==> src/ttce_pkg.sv <==
package ttce_pkg;

    localparam int SCREEN_COLUMNS = 80;
    localparam int SCREEN_ROWS    = 25;
    localparam int TAB_STOP       = 4;

    localparam int ROW_W  = 5;
    localparam int COL_W  = 7;
    localparam int CHAR_W = 8;
    localparam int CNT_W  = $clog2(TAB_STOP + 1);

    localparam int OUT_FIELDS_W = ROW_W + COL_W + CHAR_W + CHAR_W;
    localparam int OUT_DATA_W   = ((OUT_FIELDS_W + 7) / 8) * 8;

    localparam logic [CHAR_W-1:0] CODE_BACKSPACE = 8'd8;
    localparam logic [CHAR_W-1:0] CODE_TAB       = 8'd9;
    localparam logic [CHAR_W-1:0] CODE_NEWLINE   = 8'd10;
    localparam logic [CHAR_W-1:0] CODE_SPACE     = 8'd32;

    localparam logic [CHAR_W-1:0] TEXT_COLOR_RESET = 8'd7;

endpackage

==> src/text_terminal_cursor_engine.sv <==
// A character is accepted in S_IDLE; its first cell write enters the output register from
// S_EMIT once the output is free, and a backspace that climbs to the row above first passes
// S_READ for the line-end memory read. One cell write per cycle while the output is not held
// off: a tab writes up to TAB_STOP cells, a printable character one, a backspace none or one
// and a newline none; no new character is taken before the last is done. Reset clears the cursor,
// the output valid flag and the per-row valid bits that mark every line end as zero.
module text_terminal_cursor_engine
    import ttce_pkg::*;
(
    input  logic                  clk,
    input  logic                  rst_n,
    input  logic                  text_color_we,
    input  logic [CHAR_W-1:0]     text_color_wdata,
    input  logic                  s_axis_tvalid,
    output logic                  s_axis_tready,
    input  logic [CHAR_W-1:0]     s_axis_tdata,   // char_code
    output logic                  m_axis_tvalid,
    input  logic                  m_axis_tready,
    output logic [OUT_DATA_W-1:0] m_axis_tdata,   // cell_row, cell_column, cell_char, cell_color
    output logic                  m_axis_tlast
);

    typedef enum logic [1:0] {
        S_IDLE,
        S_READ,
        S_EMIT
    } state_t;

    state_t                   state_reg, state_next;
    logic [ROW_W-1:0]         row_reg, row_next;
    logic [COL_W-1:0]         col_reg, col_next;
    logic [CHAR_W-1:0]        char_reg, char_next;
    logic [CNT_W-1:0]         cnt_reg, cnt_next;
    logic                     bs_reg, bs_next;
    logic [CHAR_W-1:0]        color_reg, color_next;
    logic [SCREEN_ROWS-1:0]   valid_reg, valid_next;
    logic                     out_valid_reg, out_valid_next;
    logic [ROW_W-1:0]         out_row_reg, out_row_next;
    logic [COL_W-1:0]         out_col_reg, out_col_next;
    logic [CHAR_W-1:0]        out_char_reg, out_char_next;
    logic [CHAR_W-1:0]        out_color_reg, out_color_next;
    logic                     out_last_reg, out_last_next;

    logic [COL_W-1:0]         row_end_mem [SCREEN_ROWS];
    logic [COL_W-1:0]         row_end_rd_reg;
    logic                     mem_we;
    logic [ROW_W-1:0]         mem_waddr;
    logic [COL_W-1:0]         mem_wdata;
    logic [ROW_W-1:0]         mem_raddr;

    logic                     out_free;
    logic [ROW_W-1:0]         row_succ;
    logic [COL_W-1:0]         line_end;

    assign out_free = !out_valid_reg || m_axis_tready;
    assign row_succ = (row_reg == ROW_W'(SCREEN_ROWS - 1)) ? '0 : row_reg + 1'b1;
    assign line_end = !valid_reg[row_reg] ? '0 :
                      (row_end_rd_reg > COL_W'(SCREEN_COLUMNS)) ? COL_W'(SCREEN_COLUMNS) :
                      row_end_rd_reg;

    always_comb
    begin
        state_next     = state_reg;
        row_next       = row_reg;
        col_next       = col_reg;
        char_next      = char_reg;
        cnt_next       = cnt_reg;
        bs_next        = bs_reg;
        color_next     = text_color_we ? text_color_wdata : color_reg;
        valid_next     = valid_reg;
        out_valid_next = out_valid_reg && !m_axis_tready;
        out_row_next   = out_row_reg;
        out_col_next   = out_col_reg;
        out_char_next  = out_char_reg;
        out_color_next = out_color_reg;
        out_last_next  = out_last_reg;
        mem_we         = 1'b0;
        mem_waddr      = row_reg;
        mem_wdata      = col_reg;
        mem_raddr      = row_reg - 1'b1;

        case (state_reg)
            S_IDLE:
            begin
                if (s_axis_tvalid)
                begin
                    bs_next  = 1'b0;
                    cnt_next = CNT_W'(1);
                    if (s_axis_tdata == CODE_TAB)
                    begin
                        char_next  = CODE_SPACE;
                        cnt_next   = CNT_W'(TAB_STOP) - CNT_W'(col_reg % TAB_STOP);
                        state_next = S_EMIT;
                    end
                    else if (s_axis_tdata == CODE_NEWLINE)
                    begin
                        mem_we               = 1'b1;
                        valid_next[row_reg]  = 1'b1;
                        valid_next[row_succ] = 1'b0;
                        row_next             = row_succ;
                        col_next             = '0;
                    end
                    else if (s_axis_tdata == CODE_BACKSPACE)
                    begin
                        char_next = CODE_SPACE;
                        bs_next   = 1'b1;
                        if (col_reg != '0)
                        begin
                            col_next   = col_reg - 1'b1;
                            state_next = S_EMIT;
                        end
                        else if (row_reg != '0)
                        begin
                            row_next   = row_reg - 1'b1;
                            state_next = S_READ;
                        end
                    end
                    else
                    begin
                        char_next  = s_axis_tdata;
                        state_next = S_EMIT;
                    end
                end
            end
            S_READ:
            begin
                if (line_end == '0)
                begin
                    col_next   = '0;
                    state_next = S_IDLE;
                end
                else
                begin
                    col_next   = line_end - 1'b1;
                    state_next = S_EMIT;
                end
            end
            S_EMIT:
            begin
                if (out_free)
                begin
                    out_valid_next = 1'b1;
                    out_row_next   = row_reg;
                    out_col_next   = col_reg;
                    out_char_next  = char_reg;
                    out_color_next = color_reg;
                    out_last_next  = (cnt_reg == CNT_W'(1));
                    cnt_next       = cnt_reg - 1'b1;
                    if (cnt_reg == CNT_W'(1))
                    begin
                        state_next = S_IDLE;
                    end
                    if (bs_reg)
                    begin
                        mem_we              = 1'b1;
                        valid_next[row_reg] = 1'b1;
                    end
                    else if (col_reg == COL_W'(SCREEN_COLUMNS - 1))
                    begin
                        mem_we               = 1'b1;
                        mem_wdata            = COL_W'(SCREEN_COLUMNS);
                        valid_next[row_reg]  = 1'b1;
                        valid_next[row_succ] = 1'b0;
                        row_next             = row_succ;
                        col_next             = '0;
                    end
                    else
                    begin
                        col_next = col_reg + 1'b1;
                    end
                end
            end
            default:
            begin
                state_next = S_IDLE;
            end
        endcase
    end

    always_ff @(posedge clk)
    begin
        if (mem_we)
        begin
            row_end_mem[mem_waddr] <= mem_wdata;
        end
        row_end_rd_reg <= row_end_mem[mem_raddr];
    end

    always_ff @(posedge clk or negedge rst_n)
    begin
        if (!rst_n)
        begin
            state_reg     <= S_IDLE;
            row_reg       <= '0;
            col_reg       <= '0;
            cnt_reg       <= '0;
            bs_reg        <= 1'b0;
            color_reg     <= TEXT_COLOR_RESET;
            valid_reg     <= '0;
            out_valid_reg <= 1'b0;
        end
        else
        begin
            state_reg     <= state_next;
            row_reg       <= row_next;
            col_reg       <= col_next;
            cnt_reg       <= cnt_next;
            bs_reg        <= bs_next;
            color_reg     <= color_next;
            valid_reg     <= valid_next;
            out_valid_reg <= out_valid_next;
        end
    end

    always_ff @(posedge clk)
    begin
        char_reg      <= char_next;
        out_row_reg   <= out_row_next;
        out_col_reg   <= out_col_next;
        out_char_reg  <= out_char_next;
        out_color_reg <= out_color_next;
        out_last_reg  <= out_last_next;
    end

    assign s_axis_tready = (state_reg == S_IDLE);
    assign m_axis_tvalid = out_valid_reg;
    assign m_axis_tlast  = out_last_reg;
    assign m_axis_tdata  = {{(OUT_DATA_W - OUT_FIELDS_W){1'b0}},
                            out_color_reg, out_char_reg, out_col_reg, out_row_reg};

endmodule
==> config.mk <==
export PLATFORM = sky130hd
export DESIGN_NAME = text_terminal_cursor_engine
export DESIGN_NICKNAME = d
export VERILOG_FILES = /design/src/ttce_pkg.sv /design/src/text_terminal_cursor_engine.sv
export SDC_FILE = /design/constraint.sdc
export NUM_CORES = 1
export LEC_CHECK = 0
export BUFFER_PORTS_ARGS = -buffer_cell sky130_fd_sc_hd__buf_2
export CORE_ASPECT_RATIO = 0.5
export CORE_MARGIN = 4
export CORE_UTILIZATION = 60
export DETAILED_ROUTE_END_ITERATION = 8
export PLACE_DENSITY = 0.78
export RECOVER_POWER = 100
export SYNTH_ARGS = -nofsm -noshare
export SYNTH_HDL_FRONTEND = slang
export SYNTH_SLANG_ARGS = --single-unit
==> constraint.sdc <==
create_clock -name clk -period 3.8 [get_ports clk]
set_clock_uncertainty 0.1 [all_clocks]
set_input_delay 0.38 -clock clk [delete_from_list [all_inputs] [get_ports clk]]
set_output_delay 0.38 -clock clk [all_outputs]
set_load 0.01 [all_outputs]
# --- Word level (Yosys, flattened, before mapping) ---
# Memories as Yosys holds them, arrays and structs flattened. A register that Yosys moved wholly into a read port is not among the register bits.
# Cells that the tools add are included.
totals:
  regBits: 89
  mem_bits_rw: 175
  input_bits: 21
  out_inout_bits: 35
  word_cells: 143
  mem_count: 1
classes:
  add_sub_neg: 7
  n_lt_le_gt_ge: 5
  eq_ne: 23
  mux: 70
  n_bitwise: 3
  n_reduce_logical: 20
mem_list:
  columns: ["name", "depth", "word_bits", "rd", "rd_clocked_by_memory_dff", "write_ports", "line_no", "text"]
  rows:
  - ["row_end_mem", 25, 7, 1, 1, 1, "text_terminal_cursor_engine.sv:44", "logic [COL_W-1:0] row_end_mem [SCREEN_ROWS];"]
ops:
  columns: ["operator", "n"]
  rows:
  - ["$mux W25", 6]
  - ["$mux W7", 15]
  - ["$mux W5", 10]
  - ["$pmux W25 S2", 1]
  - ["$and A25 B25 Y25", 1]
  - ["$not A25 Y25", 1]
  - ["$or A25 B25 Y25", 1]
  - ["$eq A8 B4 Y1 const B", 3]
  - ["$pmux W7 S3", 1]
  - ["$mux W2", 9]
  - ["$mux W1", 16]
  - ["$mux W8", 2]
  - ["$ne A2 B2 Y1 const B", 7]
  - ["$sub A7 B1 Y7 const B", 2]
  - ["$lt A5 B6 Y1 const B", 2]
  - ["$demux W1 S5", 2]
  - ["$ge A5 B1 Y1 const B", 2]
  - ["$pmux W5 S2", 1]
  - ["$mux W3", 3]
  - ["$ne A3 B1 Y1 const B", 3]
  - ["$ne A3 B3 Y1 const B", 3]
  - ["$reduce_and A9 Y1", 1]
  - ["$add A7 B1 Y7 const B", 1]
  - ["$eq A7 B7 Y1 const B", 1]
  - ["other kinds (29)", 34]

# --- Logic depth before layout (Yosys ltp) ---
logic_depth:
  ltp_word: 12
  mapped_depth: 13
  mapped_depth_nobuf: 11

# --- Worst setup path before layout ---
# OpenSTA, ideal clock, no wires.
synth_path:
  path_kind: "register -> register"
  startpoint: "register row_reg[0], in the netlist mem_waddr[0]"
  endpoint: "register row_end_rd_reg[3], read port of row_end_mem"
  arrival_ps: 2987
  t_required_ps: 3573
  path_slack_ps: 586
  path_stages_with_launch: 12
  path_buffers: 5
  period_less_slack_ps: 3214
  cell_sequence: "dfrtp_1 > buf_2 > buf_2 > buf_4 > inv_1 > ha_1 > buf_2 > clkbuf_1 > mux4_2 > mux4_2 > nand2_1 > o21ai_1"
synth_via:
  elab_chain_cells: 1
synth_lines:
  columns: ["item", "line_no", "text"]
  rows:
  - ["start, declared", "text_terminal_cursor_engine.sv:30", "logic [ROW_W-1:0] row_reg, row_next;"]
  - ["start signal, assigned", "text_terminal_cursor_engine.sv:205", "row_reg <= row_next;"]
  - ["$sub A5 B1 Y5", "text_terminal_cursor_engine.sv:80", "mem_raddr = row_reg - 1'b1;"]
  - ["end, declared", "text_terminal_cursor_engine.sv:45", "logic [COL_W-1:0] row_end_rd_reg;"]
# No other way between the ends.
# A chain may end at the register's enable or synchronous reset.

# --- Worst setup path in the final report ---
layout_path:
  startpoint: "register col_reg[1]"
  endpoint: "memory row_end_mem[23][5], enable pin"
layout_via:
  elab_chain_cells: 7
layout_lines:
  columns: ["item", "line_no", "text"]
  rows:
  - ["start, declared", "text_terminal_cursor_engine.sv:31", "logic [COL_W-1:0] col_reg, col_next;"]
  - ["start signal, assigned", "text_terminal_cursor_engine.sv:206", "col_reg <= col_next;"]
  - ["$eq A7 B7 Y1", "text_terminal_cursor_engine.sv:158", "else if (col_reg == COL_W'(SCREEN_COLUMNS - 1))"]
  - ["$mux W1", "text_terminal_cursor_engine.sv:158", null]
  - ["$mux W1", "text_terminal_cursor_engine.sv:153", "if (bs_reg)"]
  - ["$mux W1", "text_terminal_cursor_engine.sv:140", "if (out_free)"]
  - ["$pmux W1 S2", "text_terminal_cursor_engine.sv:82", "case (state_reg)"]
  - ["$mux W1", "text_terminal_cursor_engine.sv:182", "if (mem_we)"]
  - ["$mux W1 (implied by the code)", "text_terminal_cursor_engine.sv:184", "row_end_mem[mem_waddr] <= mem_wdata;"]
  - ["end, declared", "text_terminal_cursor_engine.sv:44", null]
# No other way between the ends.

==> results.json <==
{
  "status": "finished with violations",
  "violations": "max-capacitance violations, max-slew violations",
  "drive_above_1_share": 0.168,
  "final_common_cell": "edfxtp_1",
  "holdWs_ps": 15.5,
  "synth_cell_types": 73,
  "slowest_delay_ps": 610,
  "clk_latency_ps": 520,
  "hpwl_mm": 17.3,
  "irDropWorstVdd_v": 0.000392,
  "num_vias": 7402,
  "finalHoldViolations": 0,
  "hp-start": "text_color_wdata[2]",
  "drc": 0,
  "avgSynthCellArea_um2": 15.1,
  "synth-edff-count": 212,
  "cts.htree.levels": 1,
  "finalNetCount": 894,
  "syn_inst": 780,
  "core_um2": 18800,
  "initial_utilization": 0.626,
  "die-area_um2": 22100,
  "ioPinCount": 56,
  "synthArstFlopShare": 0.192,
  "grt_pass1_vias": 7317,
  "cts_tree": "yes",
  "cts_post_setup_buffers_inserted": 0,
  "groute.usage.overall": 0.252,
  "clockBufferDepth": 3,
  "routed_wl_mm": 27.4,
  "crit_type": "flop to flop",
  "r2r-start": "col_reg[1]",
  "drt-wirelength-per-cell_um": 24.1,
  "leakagePower_uw": 0.00461,
  "largest_reg_flops": 175,
  "drtIter0Drc": 1070,
  "crit_start": "col_reg[1]",
  "ys_seq_elements": 271,
  "slew-limit-headroom": -0.148,
  "fin_util": 0.701,
  "firstDrtPassIters": 5,
  "synth_ff_type": "edfxtp_1",
  "io_buffers": 51,
  "numCtsBuffers": 23,
  "crit_required_ps": 3870,
  "finalWorstPathRequiredPeriod_ps": 3380,
  "ant_nets": 0,
  "cap_violations": 4,
  "clk_pin_slew_ps": 70,
  "die_h_um": 107,
  "crit_path_start_kind": "flop",
  "clock-sinks": 271,
  "setup-violations-final": 0,
  "slew_viol_final": 95,
  "root_buffer": "clkbuf_16",
  "grt_overflow": 0,
  "cp-end-kind": "flop",
  "grt_pass1_wl_mm": 42.7,
  "grt_max_degree": 34,
  "rsz0062_at_grt": "no",
  "synth_seq_area_share": 0.662,
  "crit_buf_inv": 1,
  "die_w_um": 206,
  "hold_class": "primary input to flop",
  "syn_area_um2": 11800,
  "crit_family": "simple AND/OR/NAND/NOR gates",
  "yosys_warnings": 0,
  "vias_per_cell": 6.52,
  "antenna_found_initial": 0,
  "worstMarginPinSlew_ps": 1720,
  "slowest_stage": "o22ai_1",
  "finalWorstSetupSlack_ps": 421,
  "setup-tns-final_ps": 0,
  "clock.fmax_ghz": 0.296,
  "rows": 35,
  "powerDensity_nw_per_um2": 854,
  "area_growth_pct": 11.9,
  "final_cell_mix": "212 x edfxtp_1, 63 x clkbuf_1, 51 x mux4_2, 51 x nand2_1, 49 x dfrtp_1",
  "path_cells": "ha_1 > and3_1 > a31oi_1 > o22ai_1 > nand2_1 > nor2_1 > clkbuf_1",
  "fin_crit_sh": 0.889,
  "finalPower_uw": 11300,
  "dp_slack_ps": 615,
  "place_congestion": 0.922,
  "path_max_fanout": 7,
  "diodes": 0,
  "arrival_ps": 3450
}
## power by group
group,switching (uW),total [uW],internal (uW),leakage (uW)
registers,334,4200,3860,0.00266
clock network,1070,2570,1500,0.000409
logic,2780,4510,1730,0.00154
## synthesized netlist by cell type, types with 3 or more instances
cell | count | area [um2]
nor4_2 | 3 | 37.5
buf_1 | 3 | 11.3
mux4_2 | 51 | 1150
or3_1 | 6 | 37.5
nand4_1 | 3 | 18.8
nand2b_1 | 4 | 25.0
nor3_1 | 11 | 55.1
nor2_1 | 42 | 158
inv_1 | 16 | 60.1
o211ai_1 | 3 | 22.5
nand3_1 | 24 | 120
buf_2 | 13 | 65.1
mux2i_1 | 13 | 130
a32oi_1 | 3 | 26.3
o21ai_0 | 22 | 110
o21ai_1 | 10 | 50.1
nor4_1 | 4 | 25.0
a21oi_1 | 40 | 200
buf_6 | 3 | 33.8
xnor2_1 | 5 | 43.8
a221o_1 | 5 | 50.1
and3_1 | 12 | 75.1
ha_1 | 14 | 175
mux2_2 | 9 | 101
nor2b_1 | 7 | 43.8
dfrtp_1 | 49 | 1230
clkbuf_1 | 26 | 97.6
dfxtp_1 | 7 | 140
buf_4 | 6 | 45.0
o22ai_1 | 4 | 25.0
dfstp_2 | 3 | 78.8
o31ai_1 | 4 | 30.0
a31oi_1 | 27 | 169
nand2_1 | 51 | 191
and2_1 | 10 | 62.6
nand3b_1 | 6 | 45.0
o221ai_1 | 3 | 26.3
edfxtp_1 | 212 | 6370
## worst reg2reg max path, stage by stage (launching register included)
cell      delay, ps
dfrtp_1         450
ha_1            300
and3_1          330
a31oi_1         190
o22ai_1         610
nand2_1         420
nor2_1          210
clkbuf_1        410
## what timing repair did
action | in CTS | in global routing
hold buffers | 12 | 0
endpoints found under the hold margin | 38 | 0
resized for setup | 0 | 0
## kinds of logic (layout without fill, tap and decap cells)
logic type	count (synthesis)	in the layout	share of synthesized area
multiplexers	73	73	0.117
buffers and inverters	70	163	0.0277
other	1	4	0.000318
XOR/XNOR	8	8	0.00658
flip-flops	271	271	0.662
adder cells (fa/ha/maj)	14	14	0.0149
AO/OA/AOI/OAI	143	143	0.0813
AND/OR/NAND/NOR	200	200	0.0900
## path summary, 6_finish.rpt
path / end / slack [ps] / cells past startpoint
max in group asynchronous: mem_waddr[1] / 990 / 3
worst min register to register: out_char_reg[7] / 320 / 0
worst max-delay path: row_end_mem[23][5] / 420 / 7
worst min-delay path: color_reg[2] / 20 / 2
min in group asynchronous: color_reg[4] / 760 / 2
worst max register to register: row_end_mem[23][5] / 420 / 7
## final cells by class
cell class,instances,area [um2]
clock buffers,24,601
flip-flops and latches,271,7810
inverters,17,63.8
multi-input cells,442,3630
clock inverters,18,231
fillers,1204,5630
well taps,259,324
repair buffers,104,539
## through the flow
| stage | std cells | area, um2 |
|---|---|---|
| 5_1_grt | 1135 | 13200 |
| 2_1_floorplan | 783 | 11800 |
| 4_1_cts | 1135 | 13400 |
| 3_3_place_gp | 1081 | 12400 |
| 3_5_place_dp | 1081 | 12400 |
| 6_report | 1135 | 13200 |
## routing by layer
metal  GRT usage  vias up  part of all wire  wire (um)
li1            -     3187                 -          -
met1       0.367     3719              0.42      11500
met2       0.401      423              0.47      12800
met3      0.0477       73             0.088       2400
met4      0.0636        0             0.026        709
met5           0        -                 0          0
Power figures use the tool's default switching activity.
